`config.mk`:
```
export PLATFORM = sky130hd
export DESIGN_NAME = softmax_normalizer_unit_flat
export DESIGN_NICKNAME = d
export VERILOG_FILES = /design/src/sv/smx_pkg.sv /design/src/sv/smx_in_if.sv /design/src/sv/smx_out_if.sv /design/src/sv/softmax_normalizer_unit.sv /design/src/flat_wrapper.sv
export SDC_FILE = /design/constraint.sdc
export NUM_CORES = 1
export LEC_CHECK = 0
export ABC_AREA = 1
export BUFFER_PORTS_ARGS = -buffer_cell sky130_fd_sc_hd__buf_2
export CORE_MARGIN = 5
export CORE_UTILIZATION = 40
export DETAILED_ROUTE_END_ITERATION = 10
export PLACE_DENSITY = 0.56
export SLEW_MARGIN = 20
export SYNTH_ARGS = -nofsm -noshare
export SYNTH_HDL_FRONTEND = slang
export SYNTH_SLANG_ARGS = --single-unit
```
`constraint.sdc`:
```
create_clock -name clk -period 10.18 [get_ports clk]
set_input_delay 2.036 -clock clk [delete_from_list [all_inputs] [get_ports clk]]
set_output_delay 2.036 -clock clk [all_outputs]
set_load 0.1 [all_outputs]
```
`src/sv/smx_pkg.sv`:
```
// ----------------------------------------------------------------------------
// smx_pkg
// shared constants, widths and exp tables for the softmax normalizer
// ----------------------------------------------------------------------------
package smx_pkg;

  localparam int MAX_ELEMENTS = 8;
  localparam int IDX_W = (MAX_ELEMENTS > 1) ? $clog2(MAX_ELEMENTS) : 1;
  localparam int CNT_W = $clog2(MAX_ELEMENTS + 1);
  localparam int SUM_W = 17 + $clog2(MAX_ELEMENTS);
  localparam int NUM_W = 33;
  localparam int QCNT_W = $clog2(NUM_W + 1);

  localparam logic [7:0] EXP_IP_LIMIT = 8'd12;

  // round(65536 * e^-ip)
  function automatic logic [16:0] exp_int(input logic [3:0] ip);
    logic [16:0] v;
    unique case (ip)
      4'd0:    v = 17'd65536;
      4'd1:    v = 17'd24109;
      4'd2:    v = 17'd8869;
      4'd3:    v = 17'd3263;
      4'd4:    v = 17'd1200;
      4'd5:    v = 17'd442;
      4'd6:    v = 17'd162;
      4'd7:    v = 17'd60;
      4'd8:    v = 17'd22;
      4'd9:    v = 17'd8;
      4'd10:   v = 17'd3;
      4'd11:   v = 17'd1;
      default: v = 17'd0;
    endcase
    return v;
  endfunction

  // round(65536 * e^-(hi/16))
  function automatic logic [16:0] exp_frac(input logic [3:0] hi);
    logic [16:0] v;
    unique case (hi)
      4'd0:  v = 17'd65536;
      4'd1:  v = 17'd61565;
      4'd2:  v = 17'd57835;
      4'd3:  v = 17'd54331;
      4'd4:  v = 17'd51039;
      4'd5:  v = 17'd47947;
      4'd6:  v = 17'd45042;
      4'd7:  v = 17'd42313;
      4'd8:  v = 17'd39750;
      4'd9:  v = 17'd37341;
      4'd10: v = 17'd35079;
      4'd11: v = 17'd32954;
      4'd12: v = 17'd30957;
      4'd13: v = 17'd29081;
      4'd14: v = 17'd27319;
      4'd15: v = 17'd25664;
      default: v = 17'd0;
    endcase
    return v;
  endfunction

endpackage

```
`src/sv/smx_in_if.sv`:
```
// ----------------------------------------------------------------------------
// smx_in_if
// score channel: one signed q8.8 score per item with a last flag
// ----------------------------------------------------------------------------
interface smx_in_if;
  logic               valid;
  logic               ready;
  logic signed [15:0] score;
  logic               last_element;

  modport source (output valid, output score, output last_element, input ready);
  modport sink   (input valid, input score, input last_element, output ready);
endinterface

```
`src/sv/smx_out_if.sv`:
```
// ----------------------------------------------------------------------------
// smx_out_if
// probability channel: one unsigned q0.16 probability per item
// ----------------------------------------------------------------------------
interface smx_out_if;
  logic        valid;
  logic        ready;
  logic [15:0] probability;
  logic        last_result;
  logic        overflowed;

  modport source (output valid, output probability, output last_result,
                  output overflowed, input ready);
  modport sink   (input valid, input probability, input last_result,
                  input overflowed, output ready);
endinterface

```
`src/sv/softmax_normalizer_unit.sv`:
```
// ----------------------------------------------------------------------------
// softmax_normalizer_unit
// max-subtracted softmax over a short vector of q8.8 scores, one shared
// multiplier for the exp approximation and a bit-serial divider
// ----------------------------------------------------------------------------
//  channel  dir  payload                                    item
//  scores   in   score[15:0] s q8.8, last_element           one element
//  probs    out  probability[15:0] q0.16, last_result, ovf  one probability
//
//  a score is taken while the block is in S_LOAD; after the last one the
//  block computes exp per stored element in S_X, S_RR, S_AB, S_TC and S_W
//  (shared 17x17 multiplier), then per element S_DINIT, the bit-serial
//  S_DSTEP divider steps and S_OUT; scores.ready is low from the last
//  element until the final probability is taken; output stalls simply
//  hold the result register; rst is synchronous and clears count, max, sum and overflow flag
// ----------------------------------------------------------------------------
module softmax_normalizer_unit (
  input  logic      clk,
  input  logic      rst,
  smx_in_if.sink    scores,
  smx_out_if.source probs
);
  import smx_pkg::*;

  typedef enum logic [3:0] {
    S_LOAD, S_X, S_RR, S_AB, S_TC, S_W, S_DINIT, S_DSTEP, S_OUT
  } state_t;

  state_t state;

  logic signed [15:0] score_store [MAX_ELEMENTS];
  logic [16:0]        weight_store [MAX_ELEMENTS];
  logic [CNT_W-1:0]   element_count;
  logic signed [15:0] running_max;
  logic [SUM_W-1:0]   weight_sum;
  logic               overflow_flag;

  logic [IDX_W-1:0]   idx;
  logic [3:0]         ip, hi, lo;
  logic               exp_zero;
  logic [16:0]        c_coef;
  logic [33:0]        prod;
  logic [NUM_W-1:0]   num, quo;
  logic [SUM_W-1:0]   rem;
  logic [QCNT_W-1:0]  qcnt;

  // shared multiplier
  logic [16:0] mul_a, mul_b;
  logic [33:0] mul_p;
  logic [11:0] r_val;
  logic [34:0] prod_rnd;
  logic [16:0] prod_q16;
  logic signed [16:0] diff;
  logic [SUM_W:0] rem_sh;
  logic        rem_ge;
  logic        idx_at_end;
  logic        accept, store_ok;
  logic [16:0] w_cur;

  assign r_val    = {lo, 8'd0};
  assign prod_rnd = {1'b0, prod} + 35'd32768;
  assign prod_q16 = prod_rnd[32:16];
  assign diff     = 17'(running_max) - 17'(score_store[idx]);
  assign w_cur    = exp_zero ? 17'd0 : prod_q16;
  assign rem_sh   = {rem, num[NUM_W-1]};
  assign rem_ge   = rem_sh >= {1'b0, weight_sum};
  assign idx_at_end = (CNT_W'(idx) + CNT_W'(1)) == element_count;
  assign accept   = scores.valid && scores.ready;
  assign store_ok = element_count < CNT_W'(MAX_ELEMENTS);

  always_comb begin
    unique case (state)
      S_RR: begin
        mul_a = 17'(r_val);
        mul_b = 17'(r_val);
      end
      S_AB: begin
        mul_a = exp_int(ip);
        mul_b = exp_frac(hi);
      end
      S_TC: begin
        mul_a = prod_q16;
        mul_b = c_coef;
      end
      default: begin
        mul_a = 17'd0;
        mul_b = 17'd0;
      end
    endcase
  end

  assign mul_p = mul_a * mul_b;
  assign scores.ready = (state == S_LOAD);

  always_ff @(posedge clk) begin
    if (rst) begin
      state         <= S_LOAD;
      element_count <= '0;
      running_max   <= 16'sh8000;
      weight_sum    <= '0;
      overflow_flag <= 1'b0;
      idx           <= '0;
      probs.valid   <= 1'b0;
    end else begin
      unique case (state)
        S_LOAD: begin
          if (accept) begin
            if (store_ok) begin
              score_store[element_count[IDX_W-1:0]] <= scores.score;
              element_count <= element_count + CNT_W'(1);
              if (scores.score > running_max) running_max <= scores.score;
            end else begin
              overflow_flag <= 1'b1;
            end
            if (scores.last_element) begin
              idx        <= '0;
              weight_sum <= '0;
              state      <= S_X;
            end
          end
        end
        S_X: begin
          ip       <= diff[11:8];
          hi       <= diff[7:4];
          lo       <= diff[3:0];
          exp_zero <= diff[15:8] >= EXP_IP_LIMIT;
          state    <= S_RR;
        end
        S_RR: begin
          prod  <= mul_p;
          state <= S_AB;
        end
        S_AB: begin
          c_coef <= 17'd65536 - 17'(r_val) + 17'(prod[33:17]);
          prod   <= mul_p;
          state  <= S_TC;
        end
        S_TC: begin
          prod  <= mul_p;
          state <= S_W;
        end
        S_W: begin
          weight_store[idx] <= w_cur;
          weight_sum        <= weight_sum + SUM_W'(w_cur);
          if (idx_at_end) begin
            idx   <= '0;
            state <= S_DINIT;
          end else begin
            idx   <= idx + IDX_W'(1);
            state <= S_X;
          end
        end
        S_DINIT: begin
          num   <= {weight_store[idx], 16'd0} + NUM_W'(weight_sum >> 1);
          rem   <= '0;
          quo   <= '0;
          qcnt  <= '0;
          state <= S_DSTEP;
        end
        S_DSTEP: begin
          rem  <= rem_ge ? SUM_W'(rem_sh - {1'b0, weight_sum}) : rem_sh[SUM_W-1:0];
          quo  <= {quo[NUM_W-2:0], rem_ge};
          num  <= {num[NUM_W-2:0], 1'b0};
          qcnt <= qcnt + QCNT_W'(1);
          if (qcnt == QCNT_W'(NUM_W - 1)) state <= S_OUT;
        end
        S_OUT: begin
          if (!probs.valid) begin
            probs.valid       <= 1'b1;
            probs.last_result <= idx_at_end;
            probs.overflowed  <= overflow_flag;
            if (weight_sum == '0)       probs.probability <= 16'd0;
            else if (quo[NUM_W-1:16] != '0) probs.probability <= 16'hFFFF;
            else                        probs.probability <= quo[15:0];
          end else if (probs.ready) begin
            probs.valid <= 1'b0;
            if (idx_at_end) begin
              element_count <= '0;
              running_max   <= 16'sh8000;
              weight_sum    <= '0;
              overflow_flag <= 1'b0;
              idx           <= '0;
              state         <= S_LOAD;
            end else begin
              idx   <= idx + IDX_W'(1);
              state <= S_DINIT;
            end
          end
        end
        default: state <= S_LOAD;
      endcase
    end
  end

`ifndef NO_ASSERTIONS
  a_count_cap: assert property (@(posedge clk) disable iff (rst)
    element_count <= CNT_W'(MAX_ELEMENTS))
    else $error("element count beyond capacity");
  a_no_overlap: assert property (@(posedge clk) disable iff (rst)
    !(scores.ready && probs.valid))
    else $error("scores taken while a probability is pending");
  a_run_clears: assert property (@(posedge clk) disable iff (rst)
    probs.valid && probs.ready && probs.last_result |=>
      element_count == '0 && !overflow_flag && scores.ready)
    else $error("state not cleared after final probability");
  a_last_once: assert property (@(posedge clk) disable iff (rst)
    probs.valid && probs.last_result |-> idx_at_end)
    else $error("last flag on an inner probability");
`endif

endmodule

```
`src/flat_wrapper.sv`:
```
// flat-port wrapper written by rule: the top's interface ports become plain ports
module softmax_normalizer_unit_flat import smx_pkg::*;
  (clk, rst, scores_valid, scores_score, scores_last_element, scores_ready, probs_valid, probs_probability, probs_last_result, probs_overflowed, probs_ready);
  smx_in_if scores_i ();
  smx_out_if probs_i ();
  input  logic clk;
  input  logic rst;
  input wire logic [$bits(scores_i.valid)-1:0] scores_valid;
  input wire logic [$bits(scores_i.score)-1:0] scores_score;
  input wire logic [$bits(scores_i.last_element)-1:0] scores_last_element;
  output wire logic [$bits(scores_i.ready)-1:0] scores_ready;
  output wire logic [$bits(probs_i.valid)-1:0] probs_valid;
  output wire logic [$bits(probs_i.probability)-1:0] probs_probability;
  output wire logic [$bits(probs_i.last_result)-1:0] probs_last_result;
  output wire logic [$bits(probs_i.overflowed)-1:0] probs_overflowed;
  input wire logic [$bits(probs_i.ready)-1:0] probs_ready;
  assign scores_i.valid = scores_valid;
  assign scores_i.score = scores_score;
  assign scores_i.last_element = scores_last_element;
  assign scores_ready = scores_i.ready;
  assign probs_valid = probs_i.valid;
  assign probs_probability = probs_i.probability;
  assign probs_last_result = probs_i.last_result;
  assign probs_overflowed = probs_i.overflowed;
  assign probs_i.ready = probs_ready;
  softmax_normalizer_unit u_core (.clk(clk), .rst(rst), .scores(scores_i), .probs(probs_i));
endmodule
```
==> results of run 1 <==
## synthesized netlist by cell type (8+ instances only)
cell      count  area [um^2]
nand4_1      32        200.2
clkbuf_1     44        165.2
nand3_1     163        815.8
o22ai_2       9        112.6
nand2_2       8        50.05
inv_2        18        67.56
fa_1        226         4524
edfxtp_1    423        12700
a21oi_1     143        715.7
nor3_1       33        165.2
a21o_1        8        60.06
nor2_1      537         2016
xor2_1       45        394.1
buf_2        58        290.3
nor2_4       10        112.6
o21ai_0     248         1241
nand2_1     888         3333
nor2_2       10        62.56
inv_1       681         2556
ha_1        222         2778
o221ai_1     13        113.9
o21ai_1      15        75.07
buf_4        13        97.59
a31oi_1      14        87.58
o22ai_1      36        225.2
xnor2_1      23        201.4
dfxtp_1      83         1662
## metal layers
layer | up-vias | GRT usage [%]
li1 | 13150 | -
met1 | 12970 | 28.41
met2 | 721 | 33.66
met3 | 154 | 2.771
met4 | 0 | 5.939
met5 | - | 0
## flip-flops by register name, summed over array words and instances, names as in the netlist, 3 cells and up, named ones only
signal	flops
u_core.rem	20
u_core.ip	4
u_core.state	4
u_core.idx	3
u_core.hi	4
u_core.score_store	128
u_core.probs.probability	16
u_core.weight_store	136
u_core.c_coef	17
u_core.prod	19
u_core.element_count	4
u_core.running_max	16
u_core.num	33
u_core.weight_sum	20
u_core.quo	33
u_core.qcnt	6
u_core.lo	4
## path summary, 6_finish.rpt
| kind | slack (ns) | from | cells after the start | endpoint |
|---|---|---|---|---|
| worst max-delay path | 2.68 | u_core.state[2] | 22 | u_core.prod[17] |
| worst min-delay path | 0.46 | u_core.overflow_flag | 0 | u_core.probs.overflowed |
| worst max register to register | 2.68 | u_core.state[2] | 22 | u_core.prod[17] |
| worst min register to register | 0.46 | u_core.overflow_flag | 0 | u_core.probs.overflowed |
## worst register-to-register path, delay by kind of cell (launching register included)
kind | cells | cell delay (ns)
DFF | 1 | 0.33
xor gates and xnor gates | 1 | 0.42
AOI/OAI and AO/OA | 2 | 1.42
and+or+nand+nor | 6 | 1.13
adders and majority gates | 7 | 3.37
buffers and inverters | 6 | 0.59
## cell families (layout without fill, tap and decap cells)
group,count (synthesis),in the layout,share of synthesized area [%]
flops,506,506,40.51
other cells,0,2,0
compound gates,529,529,8.448
xor+xnor,69,69,1.726
buf+inv,827,891,9.182
fa+ha+maj,448,448,20.59
simple gates,1706,1706,19.54
## area by class of cell
class	count	area [um^2]
flip-flops and latches	506	14370
multi-input cells	2752	17920
clock inverters	30	327.8
repair buffers	86	545.5
fillers	8693	49480
clock buffers	73	1494
diodes	2	5.005
inverters	702	2636
well taps	1165	1458
## report_power, final
part | switching [uW] | total, uW | internal, uW | leakage [uW]
Clock | 854 | 2020 | 1160 | 0.000882
Combinational | 427 | 608 | 181 | 0.0117
Sequential | 39.9 | 2350 | 2310 | 0.00456
## per-stage QoR
| step | setup WS (ns) | power, uW | instances |
|---|---|---|---|
| floorplan | 1.003 | 2819 | 4085 |
| global placement | 2.825 | 2998 | 5211 |
| detailed placement | 2.745 | 3001 | 5211 |
| CTS | 2.753 | 5028 | 5314 |
| global route | 2.222 | 5211 | 5314 |
| finish | 2.679 | 4976 | 5316 |
## layout by cell type, fill, tap and decap left out, types with 32 or more instances in the layout
master / instances
nand2_1: 887
nand3_1: 163
xor2_1: 45
o21ai_0: 248
buf_4: 46
ha_1: 222
inv_1: 681
fa_1: 226
nand4_1: 32
dfxtp_1: 80
edfxtp_1: 423
buf_2: 40
o22ai_1: 36
clkbuf_16: 55
nor2_1: 527
a21oi_1: 143
==> results.toml, run 1 <==
[clock_tree]
cts_setup_buffers = 0
cts_resized = 0
insertion_delay_ns = 0.64
clk_pin_slew_ns = 0.06
ctsHtreeMaxLevel = 2
cts-root-buf = "clkbuf_16"
clockBufferDepth = 3
cts_tree = "done"
hold_buffers = 0
cts.sinks = 506
cts_made_buffers = 55

[worst_setup_path]
critical_path_class = "flop to flop"
start_kind = "flop"
cp_max_fo = 20
path_buf_inv = 6
critPathMaxStageDelay_ns = 0.93
crit_chain = "inv_1, nor2_1, inv_2, nor2_4, inv_2, o211ai_2, nand2_1, fa_1, fa_1, fa_1, inv_1, fa_1, fa_1, inv_1, fa_1, inv_1, ha_1, nand2_1, nor2_1, nand2_1, o21ai_0, xor2_1"
crit_arrival_ns = 7.86
critPathMostFrequentCell = "fa_1"
end_kind = "flop"
crit_slowest_cell = "o211ai_2"
required_ns = 10.54
path_delay_family = "adder cells"

[timing]
hold_viol = 0
skew_ns = 0.03891
worst_pin_slew_ns = 1.142
holdWs_ns = 0.4574
rsz0062_at_grt = "no"
maxSlewViolCount = 0
fmax_ghz = 0.1333
min_period_over_period_pct = 73.68
relSlewSlack_pct = 23.60
setup_viol = 0
tns_ns = 0
fin_crit_ns = 7.501

[synthesis]
synth-seq-cells = 506
syn_avg_cell_area_um2 = 8.679
async_flop_share_pct = 0
yosys.cell_types.count = 55
synth_edf_count = 423
synthFlopType = "edfxtp_1"
synthCells = 4085
synth_warnings = 0
ys_seq_area_share_pct = 40.51
syn_area_um2 = 35460
synth_nets = 4554

[status]
outcome = "completed"

[floorplanning]
start_util_pct = 40.18
die_h_um = 307.7
io_pins = 41
coreArea_um2 = 88240
rows = 109
die_w_um = 307.7
die-area_um2 = 94690

[route]
topRoutingLayerUsed = "met4"
drc = 0
dr.pass1.iters = 5
ant_nets = 0
wire_per_inst_um = 18.33
wl_met1_um = 43610
wl_met2_um = 45030
routed_wl_um = 97440
vias = 26990
dr_wl_met3_um = 5667
drt_iter0_drc = 2029
routed_via_density = 5.077

[global_routing]
grt_max_degree = 76
gr-total-overflow = 0
grt_usage_pct = 20.44
grt_pass1_vias = 26150
antenna_found_initial = 6
grt_pass1_wl_um = 151500

[placement]
port_buffers = 40
hpwl_um = 70580
dpl_cell_area_um2 = 36920
globalplace.congestion = 0.9177

[power]
power.leakage_uw = 0.01718
power.density_nw_per_um2 = 128.4
ir_worst_vdd_mv = 0.1052

[layout]
fin_util_pct = 43.92
syn_to_final_growth_pct = 9.306
num-nets-final = 4572
drive_gt1_share_pct = 6.267
final_area_um2 = 38750

[run]
maxCapViolCount = 0

[hold_path]
min_path_type = "flop to flop"
Power figures use the tool's default switching activity.
==> run 2: changes to the inputs <==
- PLACE_DENSITY: 0.56 -> 0.58
- clock period: 10.18 -> 6.3 ns (I/O delays scaled with it)
==> run 2 against run 1 <==
The run now ends with setup timing left. Clock power is 71% higher. Final cell count is 6.5% higher. Cell area is 11% higher. Largest power group unchanged.
==> results.toml, run 2 (synthesis results as in run 1) <==
[hold_path]
min_path_type = "flop to flop"
holdCritStartpoint = "u_core.running_max[15]"
min_path_cells = 2

[floorplanning]
coreArea_um2 = 88240
die_h_um = 307.7
die_w_um = 307.7
start_util_pct = 40.18
die-area_um2 = 94690
io_pins = 41
rows = 109

[clock_tree]
hold_buffers = 0
ctsHtreeMaxLevel = 2
insertion_delay_ns = 0.63
cts_made_buffers = 55
clk_pin_slew_ns = 0.06
cts-root-buf = "clkbuf_16"
clockBufferDepth = 3
cts_tree = "done"
cts.sinks = 506

[status]
violations = "setup timing"
outcome = "finished, violations left"

[route]
dr.pass1.iters = 5
ant_nets = 0
wire_per_inst_um = 17.57
drc = 0
vias = 28360
routed_via_density = 5.011
drt_iter0_drc = 1963
routed_wl_um = 99440

[timing]
hold_viol = 0
finalWorstSetupSlack_ns = -0.2161
tns_ns = -2.486
relSlewSlack_pct = 27.75
rsz0062_at_grt = "yes"
fmax_ghz = 0.1535
min_period_over_period_pct = 103.4
skew_ns = 0.04354
worst_pin_slew_ns = 1.081
fin_crit_ns = 6.516
setup_viol = 18
maxSlewViolCount = 0

[power]
ir_worst_vdd_mv = 0.2152
total_power_uw = 8296
power.leakage_uw = 0.01919
power.density_nw_per_um2 = 192.5

[layout]
layout_commonest_cell = "nand2_1"
fin_util_pct = 48.83
nFillCells = 8251
regMostFlops = "u_core.weight_store"
final_cell_mix = "nand2_1 (834), inv_1 (632), nor2_1 (486)"
drive_gt1_share_pct = 19.36
num-nets-final = 4915
syn_to_final_growth_pct = 21.53
largest_register_ffs = 136

[worst_setup_path]
reg2reg_slack_ns = -0.22
crit_arrival_ns = 6.86
start_kind = "flop"
worstReg2RegStart = "u_core.prod[20]"
critPathMaxStageDelay_ns = 0.53
critPathMostFrequentCell = "fa_1"
crit_slowest_cell = "fa_1"
end_kind = "flop"
cp_max_fo = 6
critical_path_class = "flop to flop"
crit_path_end = "u_core.prod[24]"
startpoint = "u_core.prod[20]"
worstReg2RegEnd = "u_core.prod[24]"
reg2regPathDepth = 30
required_ns = 6.64

[global_routing]
met3_usage_pct = 2.448
use_met2_pct = 35.02
antenna_found_initial = 6
gr-total-overflow = 0
busiest_layer = "met2"
grt_pass1_wl_um = 154800
grt_pass1_vias = 27940
gr-usage-met1_pct = 27.57
grt_max_degree = 76
grt_usage_pct = 20.58

[placement]
globalplace.congestion = 0.9403
port_buffers = 40
hpwl_um = 73260

[run]
maxCapViolCount = 0
[run 2: cell count changes in the layout (fill, tap and decap cells not counted), sizes merged]
cell / delta
diode: -1
clkbuf: -6
buf: +343
bufinv: +4
clkinvlp: +6
clkinv: -3
[run 2: critical path, delay by kind of cell, from the launching register on]
family / cells / cell delay [ns]
flip-flops: 1 / 0.40
buffers and inverters: 8 / 0.67
AND/OR/NAND/NOR: 12 / 1.29
adder cells (fa/ha/maj): 8 / 3.34
XOR/XNOR: 1 / 0.26
AO/OA/AOI/OAI: 1 / 0.30
[run 2: worst min-delay path by stage]
stage / to / slack, ns
2_1_floorplan: u_core.probs.overflowed / 0.41
3_3_place_gp: u_core.running_max[15] / 0.45
3_5_place_dp: u_core.running_max[15] / 0.45
4_1_cts: u_core.running_max[15] / 0.47
5_1_grt: u_core.running_max[15] / 0.52
6_report: u_core.running_max[15] / 0.47
[run 2: what timing repair did]
action                     CTS  global route
setup buffers               53            30
resized for setup          226           153
hold endpoints to repair     0             0
setup endpoints to repair   19            19
pin swaps                  103            89
[run 2: power breakdown]
part / leakage (uW) / switching [uW] / internal [uW]
combinational: 0.0137 / 697 / 354
clock: 0.000951 / 1390 / 2050
sequential: 0.00456 / 62.7 / 3740
[run 2: cell type report]
type                    count  area, um^2  share of cell area [%]
multi-input cells        2752       19260                   44.69
flip-flops and latches    506       14370                   33.35
repair buffers            429        3385                   7.855
inverters                 702        2670                   6.197
clock buffers              67        1473                   3.418
well taps                1165        1458                   3.383
clock inverters            37       473.0                   1.098
diodes                      1       2.502                0.005808
[run 2: metal layers]
layer,part of all wire [%],vias to the layer above
met4,3.5,0
met1,44,13630
met3,5.1,176
li1,-,13820
met5,0,-
met2,48,729
[run 2: through the flow]
step / std cells / instance area (um^2) / hold slack, ns / setup slack, ns
after global placement: 5476 / 39030 / 0.4482 / -0.3738
after CTS: 5631 / 42310 / 0.4679 / -0.1032
final: 5659 / 43090 / 0.4711 / -0.2161
after global routing: 5659 / 43090 / 0.5187 / -0.4212
after floorplan: 4085 / 35460 / 0.4090 / 0.03039
after detailed placement: 5476 / 39030 / 0.4492 / -0.4323
